[src/design/sp2w_pkg.sv]
// Package for the sonar polar-to-world point block.
// Holds the CORDIC word types, the arctangent table and register indexes.
// No dependencies.
package sp2w_pkg;

  localparam int NUM_STEPS = 16;
  localparam int NUM_LANES = 5;
  localparam int CFG_AW    = 3;
  localparam int CFG_DW    = 31;

  localparam logic signed [31:0] CORDIC_GAIN = 32'sd652032874;

  localparam logic signed [31:0] ATAN_TBL [0:NUM_STEPS-1] = '{
    32'sd536870912, 32'sd316933406, 32'sd167458907, 32'sd85004756,
    32'sd42667331,  32'sd21354465,  32'sd10679838,  32'sd5340245,
    32'sd2670163,   32'sd1335087,   32'sd667544,    32'sd333772,
    32'sd166886,    32'sd83443,     32'sd41722,     32'sd20861
  };

  // lane order
  localparam int LN_ROLL  = 0;
  localparam int LN_PITCH = 1;
  localparam int LN_YAW   = 2;
  localparam int LN_BEAR  = 3;
  localparam int LN_ELEV  = 4;

  typedef enum logic [CFG_AW-1:0] {
    REG_ROLL  = 3'd0,
    REG_PITCH = 3'd1,
    REG_YAW   = 3'd2,
    REG_ORG_X = 3'd3,
    REG_ORG_Y = 3'd4,
    REG_ORG_Z = 3'd5
  } reg_idx_t;

  typedef struct packed {
    logic signed [31:0] x;
    logic signed [31:0] y;
    logic signed [31:0] z;
  } lane_t;

  typedef struct packed {
    lane_t [NUM_LANES-1:0] lane;
    logic  [NUM_LANES-1:0] flip;
    logic  [15:0]          rng;
  } cw_t;

endpackage

[src/design/sp2w_cordic_cell.sv]
// One CORDIC rotation step over all five angle lanes, with its own
// valid bit and stall logic. Depends on sp2w_pkg.
module sp2w_cordic_cell #(
  parameter int STEP = 0
) (
  input  logic           clk,
  input  logic           rst_n,
  input  logic           v_in,
  output logic           rdy_out,
  input  sp2w_pkg::cw_t  d_in,
  output logic           v_out,
  input  logic           rdy_in,
  output sp2w_pkg::cw_t  d_out
);
  import sp2w_pkg::*;

  logic v_r;
  cw_t  d_r, d_nxt;
  logic en;

  assign en      = !v_r || rdy_in;
  assign rdy_out = en;
  assign v_out   = v_r;
  assign d_out   = d_r;

  always_comb begin
    logic signed [31:0] x, y, z;
    d_nxt = d_in;
    for (int l = 0; l < NUM_LANES; l++) begin
      x = d_in.lane[l].x;
      y = d_in.lane[l].y;
      z = d_in.lane[l].z;
      if (!z[31]) begin
        d_nxt.lane[l].x = x - (y >>> STEP);
        d_nxt.lane[l].y = y + (x >>> STEP);
        d_nxt.lane[l].z = z - ATAN_TBL[STEP];
      end else begin
        d_nxt.lane[l].x = x + (y >>> STEP);
        d_nxt.lane[l].y = y - (x >>> STEP);
        d_nxt.lane[l].z = z + ATAN_TBL[STEP];
      end
    end
  end

  always_ff @(posedge clk) begin
    if (!rst_n) begin
      v_r <= 1'b0;
    end else if (en) begin
      v_r <= v_in;
    end
    if (en) begin
      d_r <= d_nxt;
    end
  end

endmodule

[config.mk]
export PLATFORM = sky130hd
export DESIGN_NAME = sp2w_cordic_cell
export DESIGN_NICKNAME = d
export VERILOG_FILES = /design/src/design/sp2w_pkg.sv /design/src/design/sp2w_cordic_cell.sv
export SDC_FILE = /design/constraint.sdc
export NUM_CORES = 1
export LEC_CHECK = 0
export BUFFER_PORTS_ARGS = -buffer_cell sky130_fd_sc_hd__buf_2
export CORE_AREA = 2 2 388 390
export DETAILED_ROUTE_END_ITERATION = 10
export DIE_AREA = 0 0 390 392
export PLACE_DENSITY = 0.44
export SKIP_CTS_REPAIR_TIMING = 1
export SYNTH_ARGS = -nofsm -noshare
export SYNTH_HDL_FRONTEND = slang
export SYNTH_SLANG_ARGS = --single-unit
[constraint.sdc]
create_clock -name clk -period 19.7 [get_ports clk]
set_input_delay 0.985 -clock clk [delete_from_list [all_inputs] [get_ports clk]]
set_output_delay 0.985 -clock clk [all_outputs]
set_load 0.005 [all_outputs]
==> results of run 1 <==
placed cells by master (no fill, tap or decap), types with 37 or more instances in the layout:
master        n
nor2b_1      51
o21ai_0     304
o211ai_1     51
xor2_1       49
inv_1       486
nor3_1       82
o21a_1       37
nand3_1      71
a21oi_1     509
a31oi_1      39
nor2_1      403
mux2i_1      56
a211oi_1     41
a21o_1      116
nand2b_1     50
nand2_1     205
buf_2      1006
o21bai_1     98
edfxtp_1    496
ha_1        470
xnor2_1     254
clkbuf_16    69
o31ai_1      37
power by group:
group / switching, W / internal (W)
logic: 0.000809 / 0.000480
registers: 0.0000782 / 0.00139
clock network: 0.000556 / 0.000722
stage by stage:
step                instance area [um^2]  total power (W)    util  instances  setup WS (ns)
global placement                   48120         0.002783  0.3232       7335          14.94
finish                             50450         0.004036  0.3389       7483          15.60
CTS                                50400         0.004084  0.3385       7460          15.69
global route                       50420         0.004241  0.3386       7468          15.39
detailed placement                 48120         0.002773  0.3232       7335          14.96
floorplan                          41290         0.002174       -       4568          5.226
registers in the layout, indices dropped and copies added (netlist names):
name / cells
v_out: 1
d_out: 496
metal layers:
| layer | routed length, um | GRT usage |
|---|---|---|
| met3 | 15840 | 0.06720 |
| met2 | 84840 | 0.3679 |
| met1 | 79800 | 0.2984 |
| met4 | 3435 | 0.04970 |
| met5 | 490 | 0.01244 |
cell type report:
class	instances	area, um^2	area share
multi-input cells	3361	23660	0.4688
flip-flops and latches	497	14910	0.2956
repair buffers	1030	5228	0.1036
well taps	1944	2432	0.04821
inverters	503	1888	0.03742
clock buffers	77	1757	0.03482
clock inverters	48	523.0	0.01037
diodes	23	57.56	0.001141
kinds of logic (layout without fill, tap and decap cells):
group / Yosys count / in the layout / synth area share
AO/OA/AOI/OAI: 1476 / 1476 / 0.2258
AND/OR/NAND/NOR: 1036 / 1036 / 0.1170
buffers and inverters: 710 / 1658 / 0.06609
flip-flops: 497 / 497 / 0.3612
adder cells (fa/ha/maj): 490 / 490 / 0.1521
XOR/XNOR: 303 / 303 / 0.06427
multiplexers: 56 / 56 / 0.01358
other: 0 / 23 / 0
how the worst max path moves through the flow:
| stage | from | end | slack [ns] | cells past startpoint |
|---|---|---|---|---|
| after global routing | d_in[54] | d_out[80] | 15.39 | 13 |
| after detailed placement | d_in[373] | d_out[403] | 14.96 | 14 |
| after CTS | d_in[373] | d_out[403] | 15.69 | 14 |
| final | d_in[57] | d_out[116] | 15.60 | 13 |
| after floorplan | rdy_in | v_out | 5.23 | 2 |
| after global placement | d_in[373] | d_out[403] | 14.94 | 14 |
==> summary.md, run 1 <==
| Metric | Value |
|---|---|
| Status | complete, no violations |
| Vias in the first global route | between 30,000 and 40,000 |
| Predominant post-synthesis flop cell | edfxtp_1 |
| Min Tclk post-route | roughly 4.1 ns |
| Cell Area, Synth | about 0.041 mm^2 |
| Leakage power | around 23 nW |
| Reg-to-reg endpoint | d_out[1] |
| Initial antenna violation count | 73 |
| Worst Setup Start Kind | primary input |
| RSZ-0062 raised after global routing | false |
| Power per cell area | approximately 80 mW/mm^2 |
| Critical-path maximum fanout | 14 |
| Synth top area share | 0.3607 |
| First-pass GRT wire length | around 260,000 um |
| Depth of the most critical reg-to-reg path | 4 |
| Count leader, synth | a21oi_1 |
| Hold_sp | d_in[227] |
| CP max-delay cell | o311ai_0 |
| Share of layout cells above drive strength 1 | 0.2157 |
| Max VDD drop | around 58 uV |
| CTS Buf Count | between 60 and 70 |
| IO buf count | a little over 1,000 |
| Hold endpoint | d_out[227] |
| Max Freq | between 0.2 and 0.25 GHz |
| I/O pin count | roughly 1,000 |
| TritonCTS clock tree | done |
| Ys async rst share | 0 |
| Via-to-Cell Ratio | ~5.1 |
| Synth top area cells | edfxtp_1 (36%), ha_1 (14%), a21oi_1 (6.2%), xnor2_1 (5.4%), inv_1 (4.4%) |
| Synth Register Bits | 497 |
| Root buffer cell | clkbuf_16 |
| Final setup fails | 0 |
| Final #Nets | around 6,500 |
| Post-synth top cells | a21oi_1 (509), edfxtp_1 (496), inv_1 (487) |
| Setup tns final | 0 ns |
| WL per Instance | around 25 um |
| Initial core utilization | 0.2773 |
| Fin Clk Skew | 0.06239 ns |
| Critical path class | primary input to flop |
| Worst EP required | slightly above 20 ns |
| Sinks on Clock Net | 497 |
| Gr usage total | 0.2279 |
| WL final | 184,400 um |
| Clock Latency Late Sink | ~0.68 ns |
| Reg-to-Reg Start | v_out |
| Min-delay worst type | primary input to flop |
| Total number of vias | just under 40,000 |
| Clock transition at the registers of the reported paths | ~0.060 ns |
| Area leader, netlist | edfxtp_1 |
| Crit-path cells | buf_2 -> inv_1 -> ha_1 -> nand2b_1 -> a2111oi_0 -> a31oi_1 -> a211oi_1 -> nor2_1 -> o21a_1 -> o311ai_0 -> a311o_1 -> a32oi_1 -> xor2_1 |
| Max-slew violations | 0 |
| Max stage delay on crit path | just under 0.8 ns |
| Yosys warnings | 0 |
| Crit. End Element | flop |
| Max Cap Viol | 0 |
| Area grow syn2layout | 22.20% |
| Flop2flop setup slack | between 15 and 20 ns |
| Syn avg cell area | between 9 and 10 um^2 |
| Worst hold slack | between 0.4 and 0.5 ns |
| Final period util | 0.2082 |
| DP HPWL | about 150,000 um |
| Worst EP arrival | approximately 4.5 ns |
| Die Width | 390 um |
| Syn nets | 5,563 |
| Worst path top cell family by delay | compound AO/OA/AOI/OAI gates |
| Crit path buf inv count | 2 |
| EDFF count, synth | around 500 |
| Post-route ant nets | 0 |
| CTS Buffer Depth | 3 |
| Core Area | 0.1489 mm^2 |
| Fill cells | around 16,000 |
| Mapped Cells | around 4,600 |
| Largest net degree at the start of global routing | 121 |
| Hold Path Depth | 1 |
| Synth unique cells | 86 |
| Post-synthesis sequential area ratio | 0.3612 |
| Drt pass-1 iters | 6 |
| Global route total overflow | 0 |
| Die height | about 390 um |
| H-tree levels | 3 |
| Die footprint | approximately 0.15 mm^2 |
| Gpl congestion | approximately 0.94 |
| Slew margin rel. | 0.3049 |
| DR DRC count | 0 |
| Final hold violations | 0 |
| FP Rows | 142 |
| Drt initial violations | 3,226 |
| Worst Tran Pin Value | around 1.0 ns |
No activity file was read; power rests on OpenSTA's default activity.
==> inputs of run 2 (changes only) <==
--- a/config.mk
+++ b/config.mk
@@ -9,7 +9,7 @@
 export CORE_AREA = 2 2 388 390
 export DETAILED_ROUTE_END_ITERATION = 10
 export DIE_AREA = 0 0 390 392
-export PLACE_DENSITY = 0.44
+export PLACE_DENSITY = 0.46
 export SKIP_CTS_REPAIR_TIMING = 1
 export SYNTH_ARGS = -nofsm -noshare
 export SYNTH_HDL_FRONTEND = slang
==> constraint.sdc (replaced) <==
create_clock -name clk -period 3.35 [get_ports clk]
set_input_delay 0.1675 -clock clk [delete_from_list [all_inputs] [get_ports clk]]
set_output_delay 0.1675 -clock clk [all_outputs]
set_load 0.005 [all_outputs]
==> run 2 against run 1 <==
First-iteration DRC count decreased by 3.6%. Worst hold slack worse by 0.46 ns. Sequential share of layout area shrank 3.1 points. Register-to-register slack worse by 15 ns.
==> summary.md, run 2 (synthesized netlist as in run 1, its figures left out) <==
| Metric | Value |
|---|---|
| Most frequent cells in the layout | buf_2 (1,006), buf_4 (542), a21oi_1 (508) |
| H-tree levels | 3 (unchanged) |
| TritonCTS clock tree | done |
| Tot Pwr | 0.02494 W (+520%) |
| Global route total overflow | 0 (unchanged) |
| Die footprint | 0.1529 mm^2 (unchanged) |
| Die height | 392 um (unchanged) |
| Power per cell area | 441.9 mW/mm^2 (+450%) |
| Drt pass-1 iters | 5 (-1) |
| Area grow syn2layout | 36.67% |
| Max Freq | roughly 0.32 GHz |
| Min Tclk post-route | approximately 3.1 ns |
| CTS Buf Count | 68 (-1.4%) |
| RSZ-0062 raised after global routing | false |
| Setup ws final | 0.2082 ns (-15.39 ns) |
| First-pass GRT wire length | 265,500 um (+2.5%) |
| Status | complete, no violations |
| Flop2flop setup slack | 1.63 ns (-14.89 ns) |
| Crit path buf inv count | 4 (+2) |
| Critical path class | primary input to flop |
| Final setup fails | 0 (unchanged) |
| Leakage power | 26.24 nW (+15%) |
| Worst slack at placement | -0.4718 ns (-15.43 ns) |
| Share of layout cells above drive strength 1 | 0.2766 (+0.06083) |
| CP max-delay cell | dlygate4sd3_1 |
| Die Width | 390 um (unchanged) |
| FP Rows | 142 (unchanged) |
| Clock Latency Late Sink | 0.65 ns (-0.03 ns) |
| Finished Layout Cells | 8,189 (+9.4%) |
| Final Util | 0.3790 (+0.04014) |
| Fin Clk Skew | 0.04490 ns (-0.01750 ns) |
| Root buffer cell | clkbuf_16 |
| Total number of vias | 40,877 (+6.2%) |
| Commonest non-fill, non-tap cell in the layout | buf_2 |
| Final hold violations | 0 (unchanged) |
| Worst path top cell family by delay | compound AO/OA/AOI/OAI gates |
| Largest register FFs | 496 (unchanged) |
| Initial antenna violation count | 75 (+2.7%) |
| Gpl congestion | 0.9258 (-1.1%) |
| Gr usage total | 0.2331 (+0.005240) |
| Final #Nets | 7,171 (+11%) |
| Via-to-Cell Ratio | 4.992 (-2.9%) |
| Max-slew violations | 0 (unchanged) |
| Critical-path maximum fanout | 4 (-10) |
| Fill cells | 15,390 (-2.0%) |
| Worst Setup Start Kind | primary input |
| WL final | 188,900 um (+2.4%) |
| Worst path most repeated cell | buf_4 |
| I/O pin count | 1,008 (unchanged) |
| Clock transition at the registers of the reported paths | 0.06 ns (about the same) |
| Max VDD drop | 359.0 uV (+520%) |
| Setup tns final | 0 ns (unchanged) |
| Vias in the first global route | 38,741 (+4.9%) |
| Min-delay worst type | primary input to flop |
| Slew margin rel. | 0.3969 (+0.09193) |
| WL per Instance | 23.06 um (-6.4%) |
| Max Cap Viol | 0 (unchanged) |
| Worst EP arrival | 3.54 ns (-0.97 ns) |
| Worst EP required | 3.74 ns (-16.36 ns) |
| Max stage delay on crit path | 0.55 ns (-0.22 ns) |
| Worst Tran Pin Value | 0.9047 ns (-0.1379 ns) |
| Initial core utilization | 0.2773 (unchanged) |
| DP HPWL | 156,800 um (+4.2%) |
| Crit. End Element | flop |
| Post-placement cell count | 7,863 (+7.2%) |
| CTS Buffer Depth | 3 (unchanged) |
| Crit-path cells | buf_2 -> dlygate4sd3_1 -> ha_1 -> fa_1 -> nor2b_1 -> o21ai_0 -> o31ai_1 -> buf_4 -> a31o_2 -> buf_4 -> a211oi_1 -> nor2_1 -> a221o_1 -> a41oi_1 -> nor3_1 -> xor2_1 |
| Drt initial violations | 3,111 (-3.6%) |
| IO buf count | 1,007 (unchanged) |
| Core Area | 0.1489 mm^2 (unchanged) |
| DR DRC count | 0 (unchanged) |
| Largest net degree at the start of global routing | 87 (-28%) |
| Post-route ant nets | 0 (unchanged) |
| Sinks on Clock Net | 497 (unchanged) |
| Final period util | 0.9378 |
[run 2: cell count changes in the layout (fill, tap and decap cells not counted), moves of 2 or more]
cell	before	now
clkinv_2	10	4
inv_6	2	4
clkinv_4	4	10
buf_4	23	542
buf_12	1	10
dlygate4sd3_1	0	187
inv_8	0	2
clkinv_1	28	23
diode_2	23	15
bufinv_16	5	7
[run 2: worst register-to-register path, cell delays in order, from the launching register on]
cell,delay (ns)
dfxtp_2,0.34
nand2b_4,0.40
buf_12,0.29
buf_4,0.37
[run 2: final timing paths]
path,from,end,cells after the start
worst max-delay path,d_in[85],d_out[83],16
worst min-delay path,d_in[181],d_out[149],4
worst max register to register,v_out,d_out[311],3
worst min register to register,v_out,d_out[86],1
[run 2: routing by layer]
| metal | GRT usage | up-vias | part of all wire |
|---|---|---|---|
| met5 | 0 | - | 0.0016 |
| met4 | 0.05799 | 48 | 0.022 |
| met3 | 0.06083 | 286 | 0.082 |
| met2 | 0.3760 | 1449 | 0.46 |
| met1 | 0.3089 | 19565 | 0.43 |
| li1 | - | 19529 | - |
[run 2: power by group]
part	leakage (nW)	switching, W	internal [W]
Combinational	20.0	0.00499	0.00366
Sequential	5.15	0.000443	0.00817
Clock	1.11	0.00329	0.00438
[run 2: stage by stage]
step / hold WS [ns] / cell area (um^2)
finish: 0.003901 / 56430
global route: -0.0008349 / 56400
CTS: -0.4084 / 54520
detailed placement: 0.3457 / 52190
global placement: 0.3440 / 52190
floorplan: 0.2664 / 41300
[run 2: cell type report]
cell class / count / area (um^2) / share of cell area
timing repair buffer: 1745 / 11180 / 0.1980
inverter: 503 / 1888 / 0.03346
sequential: 497 / 14920 / 0.2643
clock buffer: 77 / 1735 / 0.03075
antenna: 15 / 37.54 / 0.0006652
multi-input combinational: 3361 / 23660 / 0.4192
clock inverter: 47 / 589.3 / 0.01044
tap: 1944 / 2432 / 0.04310
